`src/rtl/core/rine_mul.sv`:
```
// Shared 32x32 unsigned multiplier with a registered product.
// Depends on nothing but the clock.
`timescale 1ns / 1ps
`default_nettype none

module rine_mul (
	input  wire logic        clk,
	input  wire logic [31:0] a,
	input  wire logic [31:0] b,
	output logic [63:0]      prod_q
);

	// Register every product; the sequencer picks it up in the next cycle
	always_ff @(posedge clk) begin
		prod_q <= {32'b0, a} * {32'b0, b};
	end

endmodule

`default_nettype wire

```
`config.mk`:
```
export PLATFORM = sky130hd
export DESIGN_NAME = rine_mul
export DESIGN_NICKNAME = d
export VERILOG_FILES = /design/src/rtl/core/rine_mul.sv
export SDC_FILE = /design/constraint.sdc
export NUM_CORES = 2
export LEC_CHECK = 0
export BUFFER_PORTS_ARGS = -buffer_cell sky130_fd_sc_hd__buf_4
export CAP_MARGIN = 30
export CORE_UTILIZATION = 38
export DETAILED_ROUTE_END_ITERATION = 8
export SYNTH_ARGS = -nofsm -noshare
export SYNTH_HDL_FRONTEND = slang
export SYNTH_SLANG_ARGS = --single-unit
export TNS_END_PERCENT = 50
```
`constraint.sdc`:
```
create_clock -name clk -period 11.25 [get_ports clk]
set_clock_uncertainty 0.15 [all_clocks]
set_input_delay 2.25 -clock clk [delete_from_list [all_inputs] [get_ports clk]]
set_output_delay 2.25 -clock clk [all_outputs]
set_load 0.02 [all_outputs]
```
==> flow_metrics.py <==
metrics = {
    "placed_design": {
        "dp_hpwl_um": 76700,
        "place_congestion": 0.863,
        "io_buffer_count": 128,
        "post_dp_cell_area_sq_mm": 0.0363,
    },
    "sta": {
        "max_freq_mhz": 101,
        "rsz0062_at_grt": "false",
        "max_slew_margin_pct": 46.3,
        "slew_viol_final": 0,
        "period_share_pct": 87.7,
        "fin_tns_setup_ps": 0,
        "tightest_slew_ps": 799,
        "setup_viol": 0,
        "period_minus_slack_ps": 9870,
        "final_hold_viol_count": 0,
    },
    "clock_network": {
        "cts_resized": 0,
        "cts_setup_buffers": 0,
        "ctsHoldBuffers": 0,
        "clkTransAtPathRegs_ps": 60,
        "cts_buffer_depth": 2,
        "clkSinkCount": 64,
        "numCtsBuffers": 9,
        "clockRootBuffer": "clkbuf_16",
        "cts_tree": "built",
        "h-tree-depth": 3,
    },
    "detailed_routing": {
        "via_count": 24100,
        "drt-initial-drc-count": 1221,
        "drt_first_pass_iters": 7,
        "antenna_left": 0,
        "wl_per_cell_um": 19.2,
        "vias_per_cell": 4.98,
        "wl_um": 93100,
        "drcViolationCount": 0,
    },
    "logic_synthesis": {
        "ys_async_sr_fraction_pct": 0,
        "synth_cell_types": 57,
        "synthXorXnorAreaFrac_pct": 1.52,
        "synthMostInstantiatedCell": "fa_1",
        "yosysSeqAreaShare_pct": 3.69,
        "synthSimpleGateAreaFrac_pct": 17.6,
        "synth_adder_area_share_pct": 61.2,
        "syn_inst": 3748,
        "synth_top_family_by_area": "adder cells",
        "synthDominantCellAreaShare_pct": 51.7,
        "yosysTopAreaCell": "fa_1",
        "netlist_area_sq_mm": 0.0347,
        "yosys-top-cells-count": "896 x fa_1, 865 x inv_1, 602 x and2_1, 480 x nand2_1, 263 x ha_1",
        "synth_mux_area_share_pct": 0.0289,
        "synth-compound-area-share_pct": 4.15,
        "synth_area_leaders": "fa_1 52%, and2_1 11%, ha_1 9.5%",
        "yosys_warnings": 0,
        "syn_area_per_cell_sq_um": 9.25,
        "syn_nets": 4972,
        "ys_seq_elements": 64,
        "synth_edf_count": 0,
        "synth_ff_type": "dfxtp_1",
    },
    "floorplanning": {
        "fp.dieW_um": 304,
        "ios": 129,
        "rows": 110,
        "core_sq_mm": 0.0901,
        "dieArea_sq_mm": 0.0925,
        "start_util_pct": 38.5,
        "chipHeight_um": 304,
    },
    "setup_path": {
        "cpMostUsedCell": "fa_1",
        "end_kind": "register",
        "cp_cell_sequence": "buf_4 -> nand2_1 -> fa_1 -> inv_1 -> fa_1 -> inv_1 -> fa_1 -> inv_1 -> fa_1 -> fa_1 -> fa_1 -> fa_1 -> inv_1 -> fa_1 -> inv_1 -> ha_1 -> nand4_1 -> or4_1 -> or3_1 -> a31oi_1 -> a31o_2 -> a211oi_1 -> o21ai_1 -> xor2_1",
        "path_depth": 24,
        "cp_top_family": "adder cells",
        "cp-start-kind": "input pin",
        "worst_ep_required_time_ps": 11380,
        "crit_type": "input pin to register",
        "cp_slowest_cell": "a31oi_1",
        "critPathMaxFanout": 32,
        "worst-path-buf-inv": 6,
        "arrival_ps": 10000,
        "slowest_delay_ps": 670,
    },
    "worst_hold_path": {
        "hp-class": "input pin to register",
        "worstHoldPathCells": 2,
    },
    "global_route": {
        "first_global_vias": 26300,
        "grt_pass1_wl_um": 150000,
        "antenna_found_initial": 3,
        "grt_max_degree": 33,
        "grt_use_total_pct": 20.9,
        "gr-total-overflow": 0,
    },
    "finish": {
        "regMostFlops": "prod_q",
        "regArea_sq_mm": 0.00128,
        "finalNetCount": 4892,
        "multi_input_area_sq_mm": 0.0293,
        "fillCellCount": 9040,
        "finalInstanceArea_sq_mm": 0.0366,
        "reg_top3": "prod_q: 64 flops",
        "largest_reg_flops": 64,
        "layout-drive-gt1-share_pct": 4.41,
        "syn_to_final_growth_pct": 5.66,
    },
    "run_status": {
        "status": "finished, final reports clean",
    },
    "job": {
        "maxCapViolations": 0,
    },
}
-- kinds of logic after synthesis --
family | Yosys count
buffers and inverters | 1085
DFF | 64
adders and majority gates | 1159
and+or+nand+nor | 1177
AOI/OAI and AO/OA | 202
xor gates and xnor gates | 60
muxes | 1
-- metal layers --
layer | part of all wire [%] | GRT usage [%] | routed length (um)
met1 | 38 | 24.8 | 35400
met2 | 54 | 38.8 | 50400
met3 | 3.4 | 1.83 | 3130
met4 | 4.5 | 8.49 | 4200
met5 | 0.015 | 0 | 14
-- placed cells by master (no fill, tap or decap), drive strengths merged, types with 2 or more instances in the layout --
cell type | netlist | layout
xor2 | 25 | 25
or3 | 3 | 3
ha | 263 | 263
o211ai | 2 | 2
nand2 | 480 | 480
nand4 | 23 | 23
nand3 | 10 | 10
a21o | 40 | 40
bufinv | 0 | 3
or4 | 3 | 3
o221ai | 3 | 3
nand2b | 2 | 2
a221o | 4 | 4
dfxtp | 64 | 64
a221oi | 4 | 4
and2 | 602 | 602
nor3 | 7 | 7
nor2b | 2 | 2
or2 | 3 | 3
o21ai | 26 | 26
fa | 896 | 896
xnor2 | 35 | 35
o31ai | 5 | 5
and3 | 14 | 14
clkbuf | 213 | 11
a31oi | 12 | 12
a21boi | 3 | 3
buf | 7 | 129
inv | 865 | 865
nor2 | 20 | 20
and3b | 2 | 2
a211oi | 3 | 3
o21a | 9 | 9
and4 | 3 | 3
a21oi | 66 | 66
o21bai | 11 | 11
o221a | 2 | 2
a311oi | 2 | 2
-- per-stage QoR --
stage / hold WS, ps / cells / utilization (%) / setup slack (ps)
2_1_floorplan: 2230 / 3748 / - / 2100
3_3_place_gp: 2510 / 4833 / 40.2 / 1210
3_5_place_dp: 2510 / 4833 / 40.2 / 1110
4_1_cts: 2220 / 4849 / 40.6 / 1480
5_1_grt: 2240 / 4850 / 40.6 / 1140
6_report: 2240 / 4850 / 40.6 / 1380
-- cell type report --
cell class                      count  area share, %
Antenna cell                        1        0.00683
Clock buffer                       11          0.690
Clock inverter                      5          0.280
Inverter                          865           8.86
Multi-Input combinational cell   2599           80.0
Sequential cell                    64           3.50
Tap cell                         1176           4.02
Timing Repair Buffer              129           2.64
-- final timing paths --
path | startpoint | slack (ps) | endpoint
worst max-delay path | b[8] | 1380 | prod_q[62]
worst min-delay path | b[0] | 2240 | prod_q[0]
Power is not shown: default switching activity piles up to over one toggle a cycle in this logic, so the estimate is an artifact.
