File: src/rtl/core/rine_div.sv
// Restoring divider for the kernel ratio floor(k * 2^32 / den), 33 quotient bits,
// one bit per cycle. Uses rine_pkg for nothing; standalone.
`timescale 1ns / 1ps
`default_nettype none

module rine_div (
	input  wire logic        clk,
	input  wire logic        arst_n,
	input  wire logic        start,
	input  wire logic [31:0] num,
	input  wire logic [50:0] den,
	output logic             done_q,
	output logic [32:0]      quo_q
);

	logic [50:0] rem_q;
	logic [50:0] den_q;
	logic [32:0] bits_q;
	logic [5:0]  cnt_q;
	logic        busy_q;
	logic [51:0] trial;
	logic        ge;
	logic [51:0] diff;

	// One trial subtraction per cycle
	assign trial = {rem_q, bits_q[32]};
	assign ge    = trial >= {1'b0, den_q};
	assign diff  = trial - {1'b0, den_q};

	// Control: iteration count and completion pulse
	always_ff @(posedge clk or negedge arst_n) begin
		if (!arst_n) begin
			busy_q <= 1'b0;
			done_q <= 1'b0;
			cnt_q  <= 6'd0;
		end else if (start) begin
			busy_q <= 1'b1;
			done_q <= 1'b0;
			cnt_q  <= 6'd33;
		end else if (busy_q) begin
			cnt_q <= cnt_q - 6'd1;
			if (cnt_q == 6'd1) begin
				busy_q <= 1'b0;
				done_q <= 1'b1;
			end
		end else begin
			done_q <= 1'b0;
		end
	end

	// Datapath: quotient bits 32 down to 0; remainder starts at k >> 1
	always_ff @(posedge clk) begin
		if (start) begin
			rem_q  <= {20'b0, num[31:1]};
			bits_q <= {num[0], 32'b0};
			den_q  <= den;
			quo_q  <= '0;
		end else if (busy_q) begin
			rem_q  <= ge ? diff[50:0] : trial[50:0];
			bits_q <= {bits_q[31:0], 1'b0};
			quo_q  <= {quo_q[31:0], ge};
		end
	end

endmodule

`default_nettype wire

File: config.mk
export PLATFORM = sky130hd
export DESIGN_NAME = rine_div
export DESIGN_NICKNAME = d
export VERILOG_FILES = /design/src/rtl/core/rine_div.sv
export SDC_FILE = /design/constraint.sdc
export NUM_CORES = 1
export LEC_CHECK = 0
export ABC_AREA = 1
export BUFFER_PORTS_ARGS = -buffer_cell sky130_fd_sc_hd__buf_2
export CAP_MARGIN = 20
export CORE_AREA = 2 2 214 132
export DETAILED_ROUTE_END_ITERATION = 6
export DIE_AREA = 0 0 216 134
export SKIP_CTS_REPAIR_TIMING = 1
export SLEW_MARGIN = 10
export SYNTH_ARGS = -nofsm -noshare
export SYNTH_HDL_FRONTEND = slang
export SYNTH_SLANG_ARGS = --single-unit
File: constraint.sdc
create_clock -name clk -period 2.85 [get_ports clk]
set_input_delay 0.4275 -clock clk [delete_from_list [all_inputs] [get_ports clk]]
set_output_delay 0.4275 -clock clk [all_outputs]
set_load 0.1 [all_outputs]
==> results.md <==
* Achievable Freq at ~0.37 GHz
* Final Wtd Congestion at roughly 0.99
* Commonest non-fill, non-tap cells in the layout: nand2_1 (578), inv_1 (322), nand3_1 (119)
* Place WS at just over 0.07 ns
* Crit start category: flip-flop
* Vias per cell at 4.78
* Die Wd at ~220 microns
* Final Slew Violations at 0
* PortBufs at roughly 120
* WL final at between 30,000 and 40,000 microns
* First-pass GRT wire length at about 50,000 microns
* Comb power frac at approximately 56%
* Routed via count at slightly below 10,000
* CP required at between 3 and 4 ns
* Clock insertion delay at the later pin of the skew report at approximately 0.45 ns
* TNS Setup at 0 ns
* TritonCTS Buffers at 17
* Area of the multi-input gates at a little over 5000 sq um
* Peak supply drop at between 500 and 600 uV
* Flop pwr share at roughly 25%
* Total track usage at 22.8%
* Pint at roughly 6 mW
* Net Switching at roughly 5.6 mW
* Vias in the first global route at between 9,000 and 10,000
* Iteration-0 DRC Markers at 851
* Mapped cell area at roughly 10,000 sq um
* Core footprint at 27,100 sq um
* Unrepaired setup endpoints after global routing: false
* Final Hold Vio Count at 0
* IO Count at between 100 and 150
* Starting Density at 38.2%
* Most used cell, CP: nand2_1
* Power density cells at 971 nW/um^2
* Fill count at ~2,900
* Most used DFF post-synth: edfxtp_1
* Area grow syn2layout at 16.7%
* Largest net degree at the start of global routing at 47
* Clock share of power at roughly 19%
* Clock sinks at 144
* Clock transition at path regs at roughly 0.07 ns
* CP arrival at about 3 ns
* Number of antenna violations at the first check in global routing at 0
* Setup WS post-layout at ~0.14 ns
* Synth Register Bits at between 100 and 150
* Max incr delay on CP at around 0.4 ns
* Die height at ~130 microns
* Root Driver: clkbuf_16
* Commonest non-fill, non-tap cell in the layout: nand2_1
* Slowest CP cell: fa_1
* Sw Ratio at a little under half
* Full die area at between 20,000 and 30,000 sq um
* Drt pass-1 iters at 7
* WS Path Type: reg -> reg
* P_leak at between 6 and 7 nW
* Remaining antenna violation count at 0
* Sequential fraction of the synthesis area at a little over a third
* Hold Crit Class: in -> reg
* Worst-Margin Slew at between 0.6 and 0.7 ns
* Synth Area per Inst at roughly 6.6 sq um
* DRC at 0
* Rows at 47
* Gr ovfl total at 0
* Count of distinct cell types in the synthesized netlist at 42
* Post-Syn Instances at approximately 1,600
* CTS tree: yes
* Post-DR wirelength/cell at about 15 microns
* Final Critical Period at 2.71 ns
* Sequential Area at 3750 sq um
* Syn Nets at 1,694
* FFs w/ async S/R, synth at between 5 and 6%
* EDFF count, synth at between 80 and 90
* Layout cells sized above 1 at 11.6%
* Yosys Warn Count at 0
* CTS Buffer Depth at 2
* Setup-failing EPs final at 0
* H-tree Lvls at 4
* Max-cap violations at 0
* DP HPWL at 25,900 microns
* Crit path cell chain: ha_1 > fa_1 > inv_1 > nand2_1 > nand2_1 > and2_1 > nand2_1 > nand3_4 > nand3_4 > nand2_8 > buf_12 > nand2_1 > nand3_1 > nand2_1
* Layout net count at around 1,800
* Crit path max fanout at 25
* Final worst path period share at a little over nine tenths
* Outcome: complete, no violations
* ANT cells at 0
* Slew headroom at 59.7%
* Crit path capture type: flip-flop
* Final Skew at approximately 0.0093 ns
[critical path, delay by kind of cell (launching register included)]
family / cells / cell delay (ns)
simple gates: 10 / 1.10
fa+ha+maj: 2 / 0.65
buf+inv: 2 / 0.31
flops: 1 / 0.38
[flip-flops by register name, indices dropped and copies added (netlist names)]
signal and count:
quo_q 33, bits_q 1, rem_q 51, den_q 51
done_q 1, cnt_q 6, busy_q 1
[worst paths after layout]
| path | from | to | slack [ns] | depth (start not counted) |
|---|---|---|---|---|
| max in group asynchronous | arst_n | done_q | 2.31 | 2 |
| min in group asynchronous | arst_n | cnt_q[3] | 0.36 | 2 |
| min reg2reg | quo_q[32] | quo_q[32] | 0.47 | 2 |
| max | den_q[0] | rem_q[15] | 0.14 | 14 |
| max reg2reg | den_q[0] | rem_q[15] | 0.14 | 14 |
| min | den[20] | den_q[20] | 0.14 | 1 |
[power groups by stage]
stage / Combinational, mW / Clock (mW) / Sequential, mW
detailed placement: 6.29 / 0 / 2.96
CTS: 6.32 / 2.32 / 2.93
global route: 7.23 / 2.42 / 2.98
floorplan: 4.45 / 0 / 2.98
finish: 6.52 / 2.25 / 2.93
global placement: 6.27 / 0 / 2.96
[synthesized netlist by cell type, types with 2 or more instances]
master / number / area [sq um]
nor2_2: 7 / 43.8
and2_1: 3 / 18.8
nand2_1: 578 / 2170
o22ai_1: 32 / 200
clkinv_1: 3 / 11.3
buf_2: 6 / 30.0
clkbuf_1: 16 / 60.1
buf_6: 6 / 67.6
dfrtp_1: 8 / 200
xnor2_1: 24 / 210
edfxtp_1: 83 / 2490
nor4_1: 3 / 18.8
dfxtp_1: 53 / 1060
inv_1: 322 / 1210
nor3_1: 7 / 35.0
o21bai_1: 5 / 37.5
inv_2: 3 / 11.3
nand3b_1: 33 / 248
nor2_1: 102 / 383
ha_1: 53 / 663
nand4_1: 10 / 62.6
o21ai_1: 9 / 45.0
nand3_2: 2 / 20.0
o21ai_0: 10 / 50.1
a21oi_1: 40 / 200
nand3_1: 120 / 601
[stage by stage]
stage	total power, mW	hold slack (ns)	utilization (%)	std cells	instance area (sq um)
2_1_floorplan	7.44	0.132	-	1554	10300
3_3_place_gp	9.22	0.287	42.2	2034	11400
3_5_place_dp	9.25	0.290	42.2	2034	11400
4_1_cts	11.6	-0.202	44.4	2066	12000
5_1_grt	12.6	0.114	44.6	2069	12100
6_report	11.7	0.144	44.6	2069	12100
[metal layers]
metal,share of wire [%],vias to the layer above,track usage [%]
met5,0,-,0
met1,55,4486,37.1
li1,-,5084,-
met4,1.1,0,5.18
met2,36,302,29.4
met3,7.8,21,5.28
[layout make-up]
cell class	instances	area share, %
multi-input combinational	1053	43.1
clock inverter	13	0.944
clock buffer	19	3.94
sequential	144	31.1
inverter	328	10.2
tap	367	3.81
timing repair buffer	145	6.84
[cells by family (layout without fill, tap and decap cells)]
family                   count (synthesis)  count (layout)  share of synthesized area [%]
adder cells (fa/ha/maj)                 54              54                           6.61
flip-flops                             144             144                           36.3
AND/OR/NAND/NOR                        875             875                           36.0
AO/OA/AOI/OAI                           99              99                           5.46
buffers and inverters                  357             505                           13.5
XOR/XNOR                                25              25                           2.12
Note: power is estimated with default switching activity, not from simulation.
